### src/bbc_pkg.sv
// package for the lru block buffer cache
// holds slot count, field widths and command / result codes; no dependencies
package bbc_pkg;

    localparam int NUM_SLOTS  = 16;
    localparam int SLOT_W     = $clog2(NUM_SLOTS);
    localparam int DEV_W      = 8;
    localparam int SEC_W      = 48;
    localparam int TAG_W      = DEV_W + SEC_W;

    localparam logic [1:0] CMD_FETCH = 2'd0;
    localparam logic [1:0] CMD_DIRTY = 2'd1;
    localparam logic [1:0] CMD_FLUSH = 2'd2;

    localparam logic [1:0] RES_HIT   = 2'd0;
    localparam logic [1:0] RES_READ  = 2'd1;
    localparam logic [1:0] RES_WBACK = 2'd2;
    localparam logic [1:0] RES_DONE  = 2'd3;

    typedef logic [SLOT_W-1:0] slot_t;

endpackage

### src/block_buffer_cache_lru.sv
// top level of the lru block buffer cache
// tags live in a synchronous memory; valid, dirty and rank are flip-flops; uses bbc_pkg
//
//  channel  dir  tdata fields (low bit up)                           tuser / tlast
//  s_axis   in   command[1:0] device_id[9:2] sector_number[57:10]     -
//                dirty_slot[61:58], zero fill to 64
//  m_axis   out  result_kind[1:0] buffer_slot[5:2] request_device     tlast = last_result
//                [13:6] request_sector[61:14], zero fill to 64
//
// fetch: one priming read, then the slots in order; a hit answers when its slot is read, and a miss
// scans every slot, reads the victim tag in the miss state, then sends one or two result words.
// flush: a scan of every slot, a writeback word per dirty slot, then done. mark dirty is done in
// the idle state. reset clears valid and dirty and sets the rank table to rank i for slot i at
// once; tags need no clearing. a stall on m_axis holds the scan; one word waits in the output
// register.
module block_buffer_cache_lru (
    input  logic        clk,
    input  logic        rst_n,
    input  logic        s_axis_tvalid,
    output logic        s_axis_tready,
    input  logic [63:0] s_axis_tdata,   // command, device_id, sector_number, dirty_slot
    output logic        m_axis_tvalid,
    input  logic        m_axis_tready,
    output logic [63:0] m_axis_tdata,   // result_kind, buffer_slot, request_device, request_sector
    output logic        m_axis_tlast
);
    import bbc_pkg::*;

    localparam logic [2:0] ST_IDLE  = 3'd0;
    localparam logic [2:0] ST_SCAN  = 3'd1;
    localparam logic [2:0] ST_MISS  = 3'd2;
    localparam logic [2:0] ST_FILL  = 3'd3;
    localparam logic [2:0] ST_FLUSH = 3'd4;
    localparam logic [2:0] ST_DONE  = 3'd5;

    logic [TAG_W-1:0]     tag_mem [NUM_SLOTS];
    logic [TAG_W-1:0]     rd_data_reg;
    logic [NUM_SLOTS-1:0] valid_reg, dirty_reg;
    slot_t                rank_reg [NUM_SLOTS];

    logic [2:0]           state_reg;
    logic [SLOT_W:0]      idx_reg;       // slot being presented by the memory read
    logic                 rd_ok_reg;     // rd_data_reg holds slot idx_reg-1
    logic [1:0]           cmd_reg;
    logic [TAG_W-1:0]     tag_reg;
    slot_t                victim_reg;

    logic                 ov_reg;
    logic [63:0]          od_reg;
    logic                 ol_reg;

    logic [1:0]  in_cmd;
    logic [TAG_W-1:0] in_tag;
    slot_t       in_ds;
    assign in_cmd = s_axis_tdata[1:0];
    assign in_tag = s_axis_tdata[57:2];
    assign in_ds  = s_axis_tdata[58 +: SLOT_W];

    logic out_free;
    assign out_free = !ov_reg || m_axis_tready;
    assign s_axis_tready = (state_reg == ST_IDLE);
    assign m_axis_tvalid = ov_reg;
    assign m_axis_tdata  = od_reg;
    assign m_axis_tlast  = ol_reg;

    slot_t cur;                          // slot held by rd_data_reg
    assign cur = slot_t'(idx_reg - 1'b1);

    logic scan_hit, scan_wb, out_load, rd_en;
    assign scan_hit = (state_reg == ST_SCAN) && rd_ok_reg && (cmd_reg == CMD_FETCH)
                      && valid_reg[cur] && (rd_data_reg == tag_reg);
    assign scan_wb  = (state_reg == ST_SCAN) && rd_ok_reg && (cmd_reg == CMD_FLUSH)
                      && valid_reg[cur] && dirty_reg[cur];
    assign out_load = out_free && (scan_hit || scan_wb || state_reg == ST_FILL
                      || state_reg == ST_FLUSH || state_reg == ST_DONE);
    // a stalled scan keeps the word for slot idx_reg-1
    assign rd_en = (state_reg != ST_SCAN) || out_free;

    logic victim_sel;                    // lowest rank is always rank 0
    slot_t lru_slot;
    always_comb
    begin
        lru_slot = '0;
        for (int i = NUM_SLOTS - 1; i >= 0; i--)
            if (rank_reg[i] == '0)
                lru_slot = slot_t'(i);
        victim_sel = 1'b1;
    end

    function automatic logic [63:0] pack(logic [1:0] k, slot_t s, logic [TAG_W-1:0] t);
        logic [63:0] w;
        w = '0;
        w[1:0] = k;
        w[2 +: SLOT_W] = s;
        w[6 +: TAG_W] = t;
        return w;
    endfunction

    logic          mk_en;
    slot_t         mk_slot;
    always_comb
    begin
        mk_en = 1'b0;
        mk_slot = cur;
        if (scan_hit && out_free)
            mk_en = 1'b1;
        if (state_reg == ST_FILL && out_free)
        begin
            mk_en = 1'b1;
            mk_slot = victim_reg;
        end
    end

    logic tag_we;
    assign tag_we = (state_reg == ST_FILL) && out_free;

    always_ff @(posedge clk)
    begin
        if (tag_we)
            tag_mem[victim_reg] <= tag_reg;
        if (rd_en)
            rd_data_reg <= tag_mem[slot_t'(idx_reg)];
    end

    always_ff @(posedge clk or negedge rst_n)
    begin
        if (!rst_n)
        begin
            state_reg  <= ST_IDLE;
            idx_reg    <= '0;
            rd_ok_reg  <= 1'b0;
            valid_reg  <= '0;
            dirty_reg  <= '0;
            ov_reg     <= 1'b0;
            od_reg     <= '0;
            ol_reg     <= 1'b0;
            cmd_reg    <= CMD_FETCH;
            tag_reg    <= '0;
            victim_reg <= '0;
            for (int i = 0; i < NUM_SLOTS; i++)
                rank_reg[i] <= slot_t'(i);
        end
        else
        begin
            if (out_load)
                ov_reg <= 1'b1;
            else if (ov_reg && m_axis_tready)
                ov_reg <= 1'b0;
            if (mk_en)
            begin
                for (int i = 0; i < NUM_SLOTS; i++)
                    if (rank_reg[i] > rank_reg[mk_slot])
                        rank_reg[i] <= rank_reg[i] - 1'b1;
                rank_reg[mk_slot] <= slot_t'(NUM_SLOTS - 1);
            end
            unique case (state_reg)
                ST_IDLE:
                begin
                    idx_reg   <= '0;
                    rd_ok_reg <= 1'b0;
                    if (s_axis_tvalid)
                    begin
                        cmd_reg <= in_cmd;
                        tag_reg <= in_tag;
                        if (in_cmd == CMD_FETCH || in_cmd == CMD_FLUSH)
                            state_reg <= ST_SCAN;
                        else if (in_cmd == CMD_DIRTY && valid_reg[in_ds])
                            dirty_reg[in_ds] <= 1'b1;
                    end
                end
                ST_SCAN:
                begin
                    if (out_free)
                    begin
                        rd_ok_reg <= 1'b1;
                        if (scan_hit)
                        begin
                            od_reg <= pack(RES_HIT, cur, tag_reg);
                            ol_reg <= 1'b1;
                            state_reg <= ST_IDLE;
                        end
                        else
                        begin
                            if (scan_wb)
                            begin
                                od_reg <= pack(RES_WBACK, cur, rd_data_reg);
                                ol_reg <= 1'b0;
                            end
                            if (idx_reg == (SLOT_W+1)'(NUM_SLOTS))
                            begin
                                state_reg <= (cmd_reg == CMD_FETCH) ? ST_MISS : ST_DONE;
                                victim_reg <= lru_slot;
                                idx_reg <= {1'b0, lru_slot};
                            end
                            else
                                idx_reg <= idx_reg + 1'b1;
                        end
                    end
                end
                ST_MISS:
                    state_reg <= ST_FILL;    // victim tag read lands in rd_data_reg
                ST_FILL:
                begin
                    if (out_free)
                    begin
                        if (valid_reg[victim_reg] && dirty_reg[victim_reg])
                        begin
                            od_reg <= pack(RES_WBACK, victim_reg, rd_data_reg);
                            ol_reg <= 1'b0;
                            state_reg <= ST_FLUSH;
                        end
                        else
                        begin
                            od_reg <= pack(RES_READ, victim_reg, tag_reg);
                            ol_reg <= 1'b1;
                            state_reg <= ST_IDLE;
                        end
                        valid_reg[victim_reg] <= 1'b1;
                        dirty_reg[victim_reg] <= 1'b0;
                    end
                end
                ST_FLUSH:
                begin
                    // read request after a victim writeback
                    if (out_free)
                    begin
                        od_reg <= pack(RES_READ, victim_reg, tag_reg);
                        ol_reg <= 1'b1;
                        state_reg <= ST_IDLE;
                    end
                end
                ST_DONE:
                begin
                    if (out_free)
                    begin
                        od_reg <= pack(RES_DONE, slot_t'(0), '0);
                        ol_reg <= 1'b1;
                        state_reg <= ST_IDLE;
                    end
                end
                default:
                    state_reg <= ST_IDLE;
            endcase
        end
    end

    a_busy_no_ready: assert property (@(posedge clk) disable iff (!rst_n)
        (state_reg != ST_IDLE) |-> !s_axis_tready)
        else $error("ready while busy");
    a_mru_top: assert property (@(posedge clk) disable iff (!rst_n)
        mk_en |=> (rank_reg[$past(mk_slot)] == slot_t'(NUM_SLOTS - 1)))
        else $error("touched slot not most recent");
    a_fill_valid: assert property (@(posedge clk) disable iff (!rst_n)
        (state_reg == ST_FILL && out_free) |=> valid_reg[$past(victim_reg)])
        else $error("filled slot not valid");
    a_out_hold: assert property (@(posedge clk) disable iff (!rst_n)
        (ov_reg && !m_axis_tready) |=> $stable(od_reg) && ov_reg)
        else $error("output word changed while stalled");
    a_victim_lru: assert property (@(posedge clk) disable iff (!rst_n)
        (state_reg == ST_MISS) |-> (rank_reg[victim_reg] == '0) && victim_sel)
        else $error("victim not least recent");

endmodule

### config.mk
export PLATFORM = sky130hd
export DESIGN_NAME = block_buffer_cache_lru
export DESIGN_NICKNAME = d
export VERILOG_FILES = /design/src/bbc_pkg.sv /design/src/block_buffer_cache_lru.sv
export SDC_FILE = /design/constraint.sdc
export NUM_CORES = 2
export LEC_CHECK = 0
export BUFFER_PORTS_ARGS = -buffer_cell sky130_fd_sc_hd__buf_2
export CORE_MARGIN = 3
export CORE_UTILIZATION = 55
export DETAILED_ROUTE_END_ITERATION = 7
export HOLD_SLACK_MARGIN = 0.1
export PLACE_DENSITY = 0.83
export SETUP_SLACK_MARGIN = 0.2
export SYNTH_ARGS = -nofsm -noshare
export SYNTH_HDL_FRONTEND = slang
export SYNTH_SLANG_ARGS = --single-unit
### constraint.sdc
create_clock -name clk -period 6.64 [get_ports clk]
set_clock_uncertainty 0.2 [all_clocks]
set_input_delay 0.332 -clock clk [delete_from_list [all_inputs] [get_ports clk]]
set_output_delay 0.332 -clock clk [all_outputs]
set_load 0.05 [all_outputs]
==> impl_metrics.csv <==
group,metric,value,unit
clock_network,cts.hold.buffers_added,69,
final_layout,layout-drive-gt1-share,27.2,%
floorplan,start_util,55.5,%
setup_path,slowest_delay,0.66,ns
final_layout,largest_reg_flops,896,
timing,rsz0062_at_grt,"no",
setup_path,critPathTopFamily,"compound AO/OA/AOI/OAI gates",
setup_path,worstSetupPathDepth,18,
timing,timing.final.crit_share,85.5,%
timing,tightest_slew,1.25,ns
yosys,synth-async-reset-ratio,19.5,%
routing,vias_per_cell,6.95,
yosys,yosysSeqAreaShare,69.9,%
global_route,antenna_found_initial,3,
setup_path,path_class,"flip-flop to flip-flop",
setup_path,crit_fanout,17,
clock_network,insertion_delay,0.71,ns
floorplan,dieWidth,305,um
clock_network,clk_pin_slew_worst_paths,0.07,ns
yosys,synthCells,2697,
routing,wl_per_cell,33.5,um
power,powerDensity,494,mW/mm^2
setup_path,reg2regPathDepth,18,
yosys,ys_warn_count,0,
final_layout,syn_to_final_growth,13.6,%
global_route,grt-ovfl-total,0,
routing,drt_iter0_markers,4276,
clock_network,clockRootBuffer,"clkbuf_16",
floorplan,row_count,109,
routing,routed_wirelength,140000,um
yosys,synth_edf_count,952,
setup_path,required,7.06,ns
timing,relSlewSlack,16.7,%
min_path,hold_path_class,"input port to async pin",
setup_path,cp-start-kind,"flip-flop",
setup_path,path_buf_inv,1,
clock_network,tritoncts,"done",
yosys,syn_area,0.0492,mm^2
place,pre_cts_slack,0.991,ns
timing,setup_ws,0.961,ns
routing,drc,0,
place,dpl.hpwl,72400,um
setup_path,crit_top_cell,"nand2_1",
setup_path,path_cells,"and3b_1 > nand2_1 > nand2_1 > o21a_1 > mux4_2 > nor2_1 > a211oi_1 > a31oi_1 > buf_4 > ha_1 > nor2b_1 > o21ai_0 > nand2b_1 > a21oi_1 > a41oi_1 > and3_1 > mux2_2 > nand2_1",
floorplan,core-area,0.0886,mm^2
place,gp_congestion,0.921,
setup_path,end_kind,"flip-flop",
floorplan,pin_count,135,
yosys,synth.avg_cell_area,18.3,um^2
timing,setup_viol,0,
global_route,grt_pass1_wl,205000,um
clock_network,htree_levels,3,
setup_path,worstPathArrival,6.10,ns
final_layout,fin_nets,3089,
routing,first_pass_iters,6,
yosys,post_synth_num_cell_types,75,
routing,drtAntennaViolNets,0,
floorplan,die_area,0.0932,mm^2
floorplan,die_h,305,um
global_route,grt_pass1_vias,30400,
clock_network,cts_resized,0,
routing,vias,29200,
setup_path,slowest_stage,"o21a_1",
timing,maxSlewViolCount,0,
clock_network,clockBufferDepth,3,
global_route,grt_usage,30.3,%
timing,hold_slack,0.106,ns
clock_network,cts.sinks,1183,
clock_network,cts_buffers,109,
global_route,grt_max_degree,134,
place,port_buffers,130,
final_layout,utilization,63.1,%
yosys,ys_ff_latch,1183,
power,p_leak,19.7,nW
timing,fin_crit,5.68,ns
yosys,synth_ff_type,"edfxtp_1",
power,irDropWorstVdd,0.379,mV
clock_network,cts_setup_buffers,0,
power,fin_total_pwr,27.7,mW
timing,totalNegativeSetupSlack,0,ns
timing,fmax,176,MHz
outcome,status,"complete, no violations",
run,maxCapViolCount,0,
timing,timing.final.hold_violations,0,
## cell usage in the layout, fill, tap and decap left out, types with 58 or more instances in the layout
cell type / Yosys / routed
dlygate4sd3_1: 0 / 69
buf_2: 21 / 129
mux4_2: 313 / 313
clkbuf_16: 0 / 111
nand2_1: 186 / 185
inv_1: 73 / 62
o21ai_0: 96 / 96
ha_1: 87 / 87
a22oi_1: 58 / 58
edfxtp_1: 952 / 952
mux2_2: 67 / 67
dfrtp_1: 199 / 196
## metrics by stage
stage	area, um^2	instances
6_report	55900	4196
4_1_cts	55900	4194
3_5_place_dp	51300	3919
3_3_place_gp	51300	3919
2_1_floorplan	49200	2698
5_1_grt	55900	4194
## worst reg2reg max path: cells and delay by family (launching register included)
family,cells,cell delay [ns]
compound gates,6,1.73
simple gates,8,1.55
mux,2,0.89
flops,1,0.63
buf+inv,1,0.40
fa+ha+maj,1,0.21
## routing by layer
layer / wire [um] / GRT usage (%)
met1: 46000 / 37.5
met2: 69800 / 49.8
met3: 15800 / 6.60
met4: 8830 / 17.9
met5: 0 / 0
## synthesized netlist by cell type (3+ instances only)
library cell	number	area share [%]
mux4_2	313	14
o21ai_0	96	0.98
mux2i_1	6	0.12
o2bb2ai_1	4	0.071
a22o_1	11	0.20
nand4_1	39	0.50
xor2_1	40	0.71
buf_6	6	0.14
nor3_1	30	0.30
nor2_1	36	0.27
edfxtp_1	952	58
dfstp_2	32	1.7
o21ai_1	25	0.25
a41oi_1	9	0.16
xnor2_1	40	0.71
a41o_1	7	0.14
nand2b_1	32	0.41
nor4_1	11	0.14
a22oi_1	58	0.88
and3_1	28	0.36
buf_1	33	0.25
clkbuf_1	60	0.46
o21a_1	3	0.046
inv_1	73	0.56
o31ai_1	4	0.061
nor3b_1	10	0.15
a21o_1	4	0.061
nand3_1	17	0.17
buf_4	11	0.17
dfrtp_1	199	10
ha_1	87	2.2
o211ai_1	5	0.076
o22ai_1	6	0.076
nor3_4	7	0.23
a21oi_1	50	0.51
buf_2	21	0.21
or2_2	7	0.089
nor2b_1	26	0.33
mux2_2	67	1.5
nand2_1	186	1.4
a31oi_1	5	0.064
## worst paths after layout
path	from	to	slack, ns
min	rst_n	m_axis_tdata[32]	0.11
min in group clk	m_axis_tready	rd_ok_reg	0.14
min reg2reg	m_axis_tdata[59]	m_axis_tdata[59]	0.29
max	state_reg[1]	rank_reg[57]	0.96
max in group asynchronous	rst_n	idx_reg[0]	4.63
max reg2reg	state_reg[1]	rank_reg[57]	0.96
## area by class of cell
cell class	count	area, um^2
flip-flops and latches	1183	34400
fillers	5667	32700
multi-input cells	1311	14000
clock buffers	147	3060
repair buffers	256	1800
well taps	1165	1460
clock inverters	59	862
inverters	73	289
diodes	2	5.00
## report_power, final
| group | internal [mW] | total (mW) | switching, mW |
|---|---|---|---|
| clock network | 4.00 | 6.90 | 2.90 |
| registers | 9.79 | 11.4 | 1.65 |
| logic | 3.81 | 9.31 | 5.50 |
| total | 17.6 | 27.7 | 10.1 |
## logic make-up (layout without fill, tap and decap cells)
| logic type | Yosys count | count (layout) | share of synthesized area (%) |
|---|---|---|---|
| flip-flops | 1183 | 1183 | 69.9 |
| AND/OR/NAND/NOR | 439 | 439 | 4.53 |
| adder cells (fa/ha/maj) | 87 | 87 | 2.21 |
| buffers and inverters | 204 | 535 | 1.78 |
| AO/OA/AOI/OAI | 316 | 316 | 4.17 |
| other | 1 | 4 | 0.00762 |
| XOR/XNOR | 81 | 81 | 1.46 |
| multiplexers | 386 | 386 | 16.0 |
(Power assumes the default switching activity.)
